==> config.mk <==
export PLATFORM = sky130hd
export DESIGN_NAME = amwv_front_flat
export DESIGN_NICKNAME = d
export VERILOG_FILES = /design/src/rtl/amwv_pkg.sv /design/src/rtl/amwv_in_if.sv /design/src/rtl/amwv_front.sv /design/src/flat_wrapper.sv
export SDC_FILE = /design/constraint.sdc
export NUM_CORES = 1
export LEC_CHECK = 0
export ABC_AREA = 1
export BUFFER_PORTS_ARGS = -buffer_cell sky130_fd_sc_hd__buf_2
export CORE_ASPECT_RATIO = 2
export CORE_MARGIN = 5
export CORE_UTILIZATION = 64
export DETAILED_ROUTE_END_ITERATION = 8
export PLACE_DENSITY_LB_ADDON = 0.3
export SETUP_SLACK_MARGIN = 0.15
export SYNTH_ARGS = -nofsm -noshare
export SYNTH_HDL_FRONTEND = slang
export SYNTH_SLANG_ARGS = --single-unit
==> constraint.sdc <==
create_clock -name clk -period 7.2 [get_ports clk]
set_input_delay 1.44 -clock clk [delete_from_list [all_inputs] [get_ports clk]]
set_output_delay 1.44 -clock clk [all_outputs]
set_load 0.05 [all_outputs]
==> src/rtl/amwv_pkg.sv <==
// ----------------------------------------------------------------------------
// amwv_pkg: shared types and constants
// Widths, window length and the front-to-back queue entry type.
// ----------------------------------------------------------------------------
`default_nettype none
package amwv_pkg;
  localparam int WindowLen = 200;
  localparam int SlotW     = $clog2(WindowLen);
  localparam int CountW    = $clog2(WindowLen + 1);
  localparam int MagW      = 16;
  localparam int SqW       = 32;
  localparam int SumW      = 24;
  localparam int SqSumW    = 40;
  localparam int NumW      = 64;
  localparam int DenW      = 16;
  localparam int VarW      = 30;
  localparam logic [VarW-1:0] VarMax = {VarW{1'b1}};

  typedef struct packed {
    logic [SqW-1:0] sq;
  } amwv_job_t;
endpackage
`default_nettype wire

==> src/rtl/amwv_in_if.sv <==
// ----------------------------------------------------------------------------
// amwv_in_if: sample channel
// Valid/ready channel carrying one three-axis sample.
// ----------------------------------------------------------------------------
`default_nettype none
interface amwv_in_if;
  logic valid;
  logic ready;
  logic signed [15:0] accel_x;
  logic signed [15:0] accel_y;
  logic signed [15:0] accel_z;
  modport source (output valid, accel_x, accel_y, accel_z, input ready);
  modport sink (input valid, accel_x, accel_y, accel_z, output ready);
endinterface
`default_nettype wire

==> src/rtl/amwv_front.sv <==
// ----------------------------------------------------------------------------
// amwv_front: sample intake
// Accepts a sample, squares the axes one at a time, queues the sum.
// ----------------------------------------------------------------------------
`default_nettype none
module amwv_front import amwv_pkg::*; (
  input  wire logic  clk,
  input  wire logic  rst_n,
  amwv_in_if.sink    in_ch,
  output logic       q_valid,
  output amwv_job_t  q_job,
  input  wire logic  q_ready
);
  logic [15:0] ax_r, ay_r, az_r;
  logic [1:0]  step_r;
  logic        busy_r;
  logic [SqW-1:0] acc_r;
  logic        full_r;
  logic [15:0] cur;

  assign in_ch.ready = !busy_r;
  assign q_valid = full_r;

  always_comb begin
    unique case (step_r)
      2'd0:    cur = ax_r;
      2'd1:    cur = ay_r;
      default: cur = az_r;
    endcase
  end

  // take |x|,|y|,|z| then accumulate one square per cycle
  always_ff @(posedge clk) begin
    if (!rst_n) begin
      busy_r <= 1'b0;
      full_r <= 1'b0;
      step_r <= '0;
    end else begin
      if (busy_r && step_r == 2'd3 && (!full_r || q_ready)) full_r <= 1'b1;
      else if (full_r && q_ready) full_r <= 1'b0;
      if (in_ch.valid && !busy_r) begin
        busy_r <= 1'b1;
        step_r <= '0;
        acc_r  <= '0;
        ax_r   <= in_ch.accel_x[15] ? 16'(-in_ch.accel_x) : in_ch.accel_x;
        ay_r   <= in_ch.accel_y[15] ? 16'(-in_ch.accel_y) : in_ch.accel_y;
        az_r   <= in_ch.accel_z[15] ? 16'(-in_ch.accel_z) : in_ch.accel_z;
      end else if (busy_r && step_r != 2'd3) begin
        acc_r  <= acc_r + SqW'(cur * cur);
        step_r <= step_r + 2'd1;
      end else if (busy_r && (!full_r || q_ready)) begin
        q_job.sq <= acc_r;
        busy_r   <= 1'b0;
      end
    end
  end
endmodule
`default_nettype wire

==> src/flat_wrapper.sv <==
// flat-port wrapper written by rule: the top's interface ports become plain ports
module amwv_front_flat import amwv_pkg::*;
  (clk, rst_n, q_valid, q_job, q_ready, in_ch_valid, in_ch_accel_x, in_ch_accel_y, in_ch_accel_z, in_ch_ready);
  amwv_in_if in_ch_i ();
  input  wire logic clk;
  input  wire logic rst_n;
  output logic q_valid;
  output amwv_job_t q_job;
  input  wire logic q_ready;
  input wire logic [$bits(in_ch_i.valid)-1:0] in_ch_valid;
  input wire logic [$bits(in_ch_i.accel_x)-1:0] in_ch_accel_x;
  input wire logic [$bits(in_ch_i.accel_y)-1:0] in_ch_accel_y;
  input wire logic [$bits(in_ch_i.accel_z)-1:0] in_ch_accel_z;
  output wire logic [$bits(in_ch_i.ready)-1:0] in_ch_ready;
  assign in_ch_i.valid = in_ch_valid;
  assign in_ch_i.accel_x = in_ch_accel_x;
  assign in_ch_i.accel_y = in_ch_accel_y;
  assign in_ch_i.accel_z = in_ch_accel_z;
  assign in_ch_ready = in_ch_i.ready;
  amwv_front u_core (.clk(clk), .rst_n(rst_n), .in_ch(in_ch_i), .q_valid(q_valid), .q_job(q_job), .q_ready(q_ready));
endmodule
## Word-level counts from Yosys, hierarchy flattened

Index checks and enable logic that the tools add are counted.

| cells by class | value |
|---|---|
| add/sub/neg operators | 5 |
| multiply operators | 1 |
| equal/unequal tests | 4 |
| mux-type cells | 10 |
| bitwise operators | 3 |
| reduce and logical (&&, ||, !) cells | 18 |

Operators with widths:

| kind | count |
|---|---|
| $neg 16->16 | 3 |
| $mux 15 | 3 |
| $add 32x32->32 | 1 |
| $mul 16x16->32 | 1 |
| $mux 32 | 1 |
| $pmux 16 s2 | 1 |
| $logic_and 1x1->1 | 6 |
| $reduce_and 2->1 | 3 |
| $reduce_bool 2->1 | 3 |
| $mux 1 | 5 |
| $reduce_and 4->1 | 1 |
| $not 1->1 | 3 |
| $add 2x1->2 const B | 1 |
| $eq 2x1->1 const B | 1 |
| $eq 2x2->1 const B | 1 |
| $logic_not 1->1 | 2 |
| $logic_not 2->1 | 1 |
| $ne 2x1->1 const B | 1 |
| $ne 2x2->1 const B | 1 |
| $reduce_or 2->1 | 1 |
| $logic_or 1x1->1 | 1 |

| word-level totals | value |
|---|---|
| bits in registers | 116 |
| input port bits | 52 |
| output and inout bits | 34 |
| logic and storage cells | 52 |

## Depth between registers and ports, before layout

Gate-level depths: netlist of the first run.

| logic depth | value |
|---|---|
| depth in word-level cells | 6 |
| depth in mapped cells | 36 |
| depth with buffers taken out | 33 |

## Worst setup path after synthesis of the first run

No wires, ideal clock.

| timing path | value |
|---|---|
| path type | flip-flop to flip-flop |
| from | register u_core.step_r[0] |
| to | register u_core.acc_r[30], data pin |
| setup time | 253 ps |
| arrival | 5,809 ps |
| data required time | 6,947 ps |
| setup slack | 1,139 ps |
| stages on the path, launching flop included | 32 |
| buffers on the path | 3 |
| period minus slack after synthesis | 6,061 ps |
| cells stage by stage | dfxtp_1 > inv_1 > ha_1 > buf_4 > inv_2 > nand2_2 > inv_4 > buf_6 > nand2_1 > nand3_2 > buf_2 > nand2_1 > fa_1 > inv_1 > fa_1 > fa_1 > fa_1 > fa_1 > inv_1 > fa_1 > inv_1 > ha_1 > nand2_1 > inv_1 > nand2_1 > nor2_2 > and2_1 > nand2_1 > nand2_1 > nand2_1 > nand2_1 > nor2_1 |

| on the way | value |
|---|---|
| word-level cells in the longest chain between the ends | 5 |
| elaborated cells between the ends (all ways) | 6 |
| classes of those cells | 1 x add/sub; 1 x mul; 1 x eq/ne; 2 x mux; 1 x reduce/logical |

RTL lines:

| item | line | RTL |
|---|---|---|
| start, declared | amwv_front.sv:15 | `logic [1:0] step_r;` |
| start signal, assigned | amwv_front.sv:50 | `step_r <= step_r + 2'd1;` |
| $eq 2x1->1 / $logic_not 2->1 (equally long branches) | amwv_front.sv:25 | `unique case (step_r)` |
| $pmux 16 s2 (*) | amwv_front.sv:25 |  |
| $mul 16x16->32 (*) | amwv_front.sv:49 | `acc_r <= acc_r + SqW'(cur * cur);` |
| $add 32x32->32 (*) | amwv_front.sv:49 |  |
| $mux 32 (*) | amwv_front.sv:48 | `end else if (busy_r && step_r != 2'd3) begin` |
| end signal, assigned | amwv_front.sv:49 |  |
| end, declared | amwv_front.sv:17 | `logic [SqW-1:0] acc_r;` |

Mark *: on every way between the ends. The rest lies on a longest branch, timed or not. The select of a mux whose other input is x is not followed.
A chain may end at the register's enable or synchronous reset.

## Worst setup path after layout of the first run

| timing path | value |
|---|---|
| from | register u_core.step_r[1] |
| to | register u_core.acc_r[29], data pin |

The elaborated chain is that of the path after synthesis.

==> run metrics, run 1 <==
ys async rst share=0%; Vias=11,000; sequential area share after synthesis=24.5%; fin nets=2,108; Fmax=0.145 GHz; drt pass-1 iters=5; post-synthesis cell count=1,665; Slew HR=33.8%; #FFs+latches synth=116; clock-pin slew of the registers on the worst-case setup and hold paths=0.06 ns; MaxCap Viol Count=0; required time worst endpoint=7.39 ns; Initial Utilization=65.2%; antenna viol nets, final=0; Worst EP arrival=7.06 ns; largest net degree at the start of global routing=49; placed insts=2,009; Post-DP HPWL=29,700 um; syn avg cell area=8.45 sq um; Boundary Pins=86; actual slew at the worst max-slew pin=0.987 ns; fin crit share=95.5%; clock latency on the worst-skew pair=0.44 ns; final instance area=15,500 sq um; Hold Path Stages=0; hold_sp=u_core.acc_r[4]; area occupied by multi-input gates=8610 sq um; total core area=21,600 sq um; setup TNS=0 ns; Vias per Instance=5.38; die height=220 um; Crit Path Category=reg -> reg; number of global-route vias before repair=12,400; Startpoint Class=flop; Final min period=6.87 ns; dominant cell type by area after synthesis=fa_1; Synthesized Nets=2,014; ys flop type=edfxtp_1; register-to-register setup slack=0.33 ns; Setup Viol. Count Final=0; clock sink count=116; die area=25,200 sq um; RePlAce Congestion=0.982; Synth cell types=43; Crit Reg-Reg Endpoint=u_core.acc_r[29]; CP Max Fanout=16; Port-buffer cells=85; max-slew violation count=0; Top delay family on crit path=adder cells; sequential cell area=3440 sq um; total global-route track usage=30.7%; first-pass GRT wire length=58,300 um; Yosys top cell area share=27.6%; initial antenna violation count=0; routed wire length=36,200 um; share of layout cells above drive strength 1=10.9%; H-tree depth=4; Placed Area=14,800 sq um; RSZ-0062 raised after global routing=yes; ranking of synthesized cells by area=fa_1 (28%), edfxtp_1 (24%), inv_1 (13%); Die X=115 um; 1st-iter DRT viols=615; R2R cell count=29; Post-route DRC=0; fillers=1,625; Worst Skew=0.0126 ns; crit end category=flop; # diodes=0; WL/cell=17.7 um; Buf/Inv on CP=9; CP max-delay cell=fa_1; Final Hold Fails=0; Std-Cell Rows=76; CTS Buffer Depth=2; yosys warns=0; WHS Endpoint=u_core.q_job[4]; grt ovf=0; EDFF count, synth=112; Layout area overhead=10.1%; Root Buffer=clkbuf_16; FF-to-FF Start=u_core.step_r[1]; CTS tree=done; synthesized area=14,100 sq um; Non-Filler Instances=2,045; Tightest Hold Check Type=reg -> reg; CTS buffer count=17; Max stage delay on crit path=0.56 ns; outcome=complete, no violations
## synth_stat cells, types with 4 or more instances
cell and n:
buf_4 9, nand3_1 41, nor2_2 7, nand2_1 391, clkbuf_1 5, o21ai_0 26
nand2_2 10, xnor2_1 10, dfxtp_1 4, edfxtp_1 112, nor3_1 9, nor3_2 5
nor2_1 95, nand4_1 12, a21oi_1 39, xor2_1 30, ha_1 103, buf_2 11
a21oi_2 5, a22o_1 4, inv_1 499, fa_1 194, inv_2 6, nand3_2 8
## per-stage QoR
step           setup slack (ns)  hold slack (ns)  util (%)
5_1_grt                  0.0847            0.474      71.7
3_3_place_gp              0.246            0.433      68.5
6_report                  0.326            0.463      71.7
4_1_cts                   0.220            0.461      71.4
3_5_place_dp              0.108            0.447      68.5
2_1_floorplan              1.14            0.426         -
## registers in the layout (all words and copies together) (netlist names)
name and cells:
u_core.az_r 16, u_core.q_valid 1, u_core.ax_r 16, u_core.q_job 32
u_core.acc_r 32, u_core.ay_r 16, u_core.busy_r 1, u_core.step_r 2
## cells by family after synthesis
| logic type | Yosys count | synth area share [%] |
|---|---|---|
| compound gates | 87 | 3.76 |
| xor+xnor | 40 | 2.49 |
| fa+ha+maj | 297 | 36.8 |
| buf+inv | 535 | 14.8 |
| flops | 116 | 24.5 |
| mux | 1 | 0.107 |
| simple gates | 589 | 17.6 |
## repair_timing
| action | in CTS | in global routing |
|---|---|---|
| gates resized for setup | 2 | 7 |
| hold buffers | 0 | 0 |
| setup endpoints to repair | 5 | 16 |
| buffers inserted | 0 | 4 |
## how the worst max path moves through the flow
stage	slack [ns]	endpoint	depth (start not counted)	from
global route	0.08	u_core.acc_r[29]	29	u_core.step_r[1]
finish	0.33	u_core.acc_r[29]	29	u_core.step_r[1]
CTS	0.22	u_core.acc_r[29]	29	u_core.step_r[1]
floorplan	1.14	u_core.acc_r[30]	31	u_core.step_r[0]
global placement	0.25	u_core.acc_r[29]	29	u_core.step_r[0]
detailed placement	0.11	u_core.acc_r[29]	29	u_core.step_r[0]
## metal layers
layer | wire length (um) | GRT usage, %
met2 | 20700 | 58.9
met3 | 1860 | 5.17
met5 | 0 | 0
met1 | 10300 | 26.4
met4 | 3330 | 25.4
## final cells by class
type / count / share of cell area (%)
clock buffer: 19 / 2.80
clock inverter: 13 / 1.18
inverter: 506 / 12.3
multi-input combinational: 1014 / 55.6
sequential: 116 / 22.2
tap: 273 / 2.21
timing repair buffer: 104 / 3.67
## cells in the final DEF (no fill, tap or decap), types with 3 or more instances in the layout
master     count
nand3_4        3
nor3_1         8
ha_1         101
xnor2_1       10
nand2_2       10
edfxtp_1     112
or2_2          3
a22o_1         4
o21ai_0       26
nand4_1       12
fa_1         194
nor2_2         8
inv_2          6
clkbuf_16     17
dfxtp_1        3
nand3_2        7
buf_4         19
nand2_1      391
nor2_1        93
bufinv_16      4
nand3_1       40
buf_2         85
inv_1        499
o21ai_1        3
xor2_1        30
nor3_2         6
clkinv_4       3
a21oi_1       38
a21oi_2        5
and2_1         3
Power of run 1 is not shown: default switching activity piles up to over one toggle a cycle in this logic, so the estimate is an artifact.
==> inputs of run 2 (changes only) <==
- clock period: 7.2 -> 7.6 ns (I/O delays scaled with it)
==> run metrics, run 2 (synthesis results as in run 1) <==
outcome=complete, no violations; Setup Viol. Count Final=0; Crit Reg-Reg Endpoint=u_core.acc_r[17]; RePlAce Congestion=0.945; Startpoint Class=flop; Port-buffer cells=85; initial antenna violation count=0; Post-route DRC=0; register-to-register setup slack=0.50 ns; CTS buffer count=17; Tightest Hold Check Type=reg -> reg; MaxCap Viol Count=0; Final WS setup=0.499 ns; # diodes=0; commonest non-fill, non-tap cell in the layout=inv_1; Layout area overhead=9.44%; fin nets=2,102; 1st-iter DRT viols=505; Worst Skew=0.0106 ns; Root Buffer=clkbuf_16; Boundary Pins=86; WL/cell=17.4 um; setup TNS=0 ns; total core area=21,600 sq um; H-tree depth=4; number of global-route vias before repair=12,000; total global-route track usage=30.2%; RSZ-0062 raised after global routing=no; share of layout cells above drive strength 1=10.1%; Final Hold Fails=0; max-slew violation count=0; antenna viol nets, final=0; Fmax=0.141 GHz; R2R cell count=27; post-CTS setup buffers=0; fillers=1,659; Vias=10,800; Hold-fix buffers, CTS=0; commonest non-fill, non-tap cells in the layout=inv_1 (499), nand2_1 (391), fa_1 (194); crit end category=flop; Std-Cell Rows=76; crit path from=u_core.step_r[0]; placed insts=2,007; die area=25,200 sq um; die height=220 um; actual slew at the worst max-slew pin=0.601 ns; Worst EP arrival=7.30 ns; DP Worst Slack=0.565 ns; largest net degree at the start of global routing=49; Crit Path Category=reg -> reg; fin crit share=93.4%; FF-to-FF Start=u_core.step_r[0]; Vias per Instance=5.30; Final min period=7.10 ns; routed wire length=35,500 um; Non-Filler Instances=2,038; grt ovf=0; required time worst endpoint=7.80 ns; Post-DP HPWL=29,300 um; first-pass GRT wire length=56,800 um; hold_sp=u_core.acc_r[29]; clock latency on the worst-skew pair=0.45 ns; Die X=115 um; Slew HR=59.8%; clock-pin slew of the registers on the worst-case setup and hold paths=0.06 ns; crit path to=u_core.acc_r[17]; CTS Buffer Depth=2; Initial Utilization=65.2%; drt pass-1 iters=6; post_cts resized=0; CTS tree=done; Top Registers=u_core.acc_r (32), u_core.q_job (32); CP Max Fanout=16; clock sink count=116
==> run 2: layout make-up <==
cell class                 instances  area (sq um)  share of cell area [%]
tap                              273           342                    2.22
multi-input combinational       1014          8560                    55.6
sequential                       116          3440                    22.4
inverter                         506          1900                    12.4
clock inverter                    12           186                    1.21
timing repair buffer              98           523                    3.40
clock buffer                      19           433                    2.81
==> run 2: stage by stage <==
| stage | cell area (sq um) | hold WS (ns) | utilization (%) |
|---|---|---|---|
| after floorplan | 14100 | 0.426 | - |
| after global placement | 14800 | 0.435 | 68.4 |
| after detailed placement | 14800 | 0.435 | 68.4 |
| after CTS | 15400 | 0.449 | 71.3 |
| after global routing | 15400 | 0.463 | 71.3 |
| final | 15400 | 0.453 | 71.3 |
==> run 2: worst min-delay path by stage <==
stage                       endpoint  slack [ns]  cells past startpoint
global route         u_core.q_job[4]        0.46                      0
detailed placement   u_core.q_job[4]        0.44                      0
floorplan           u_core.q_job[10]        0.43                      0
CTS                  u_core.q_job[4]        0.45                      0
finish              u_core.q_job[29]        0.45                      0
global placement     u_core.q_job[7]        0.43                      0
==> run 2: per-layer routing <==
layer / GRT usage (%) / routed length, um
met4: 25.7 / 3530
met2: 58.0 / 20200
met5: 0 / 0
met3: 4.34 / 1490
met1: 25.9 / 10300
==> run 2: worst max-delay path, cell delays in order, from the launching register on <==
cell     delay [ns]
dfxtp_1        0.40
inv_1          0.08
ha_1           0.32
inv_2          0.09
nand2_2        0.06
inv_4          0.16
nand2_1        0.14
nand3_2        0.32
buf_4          0.27
nand2_1        0.16
fa_1           0.67
fa_1           0.47
fa_1           0.53
inv_1          0.07
fa_1           0.50
fa_1           0.53
inv_1          0.06
fa_1           0.49
inv_1          0.04
ha_1           0.35
nand2_1        0.17
inv_1          0.07
a21oi_2        0.24
nand3_2        0.22
nand2_1        0.10
nand2_1        0.15
nor2_1         0.13
nor2_1         0.06
Power of run 2 is left out for the same reason.
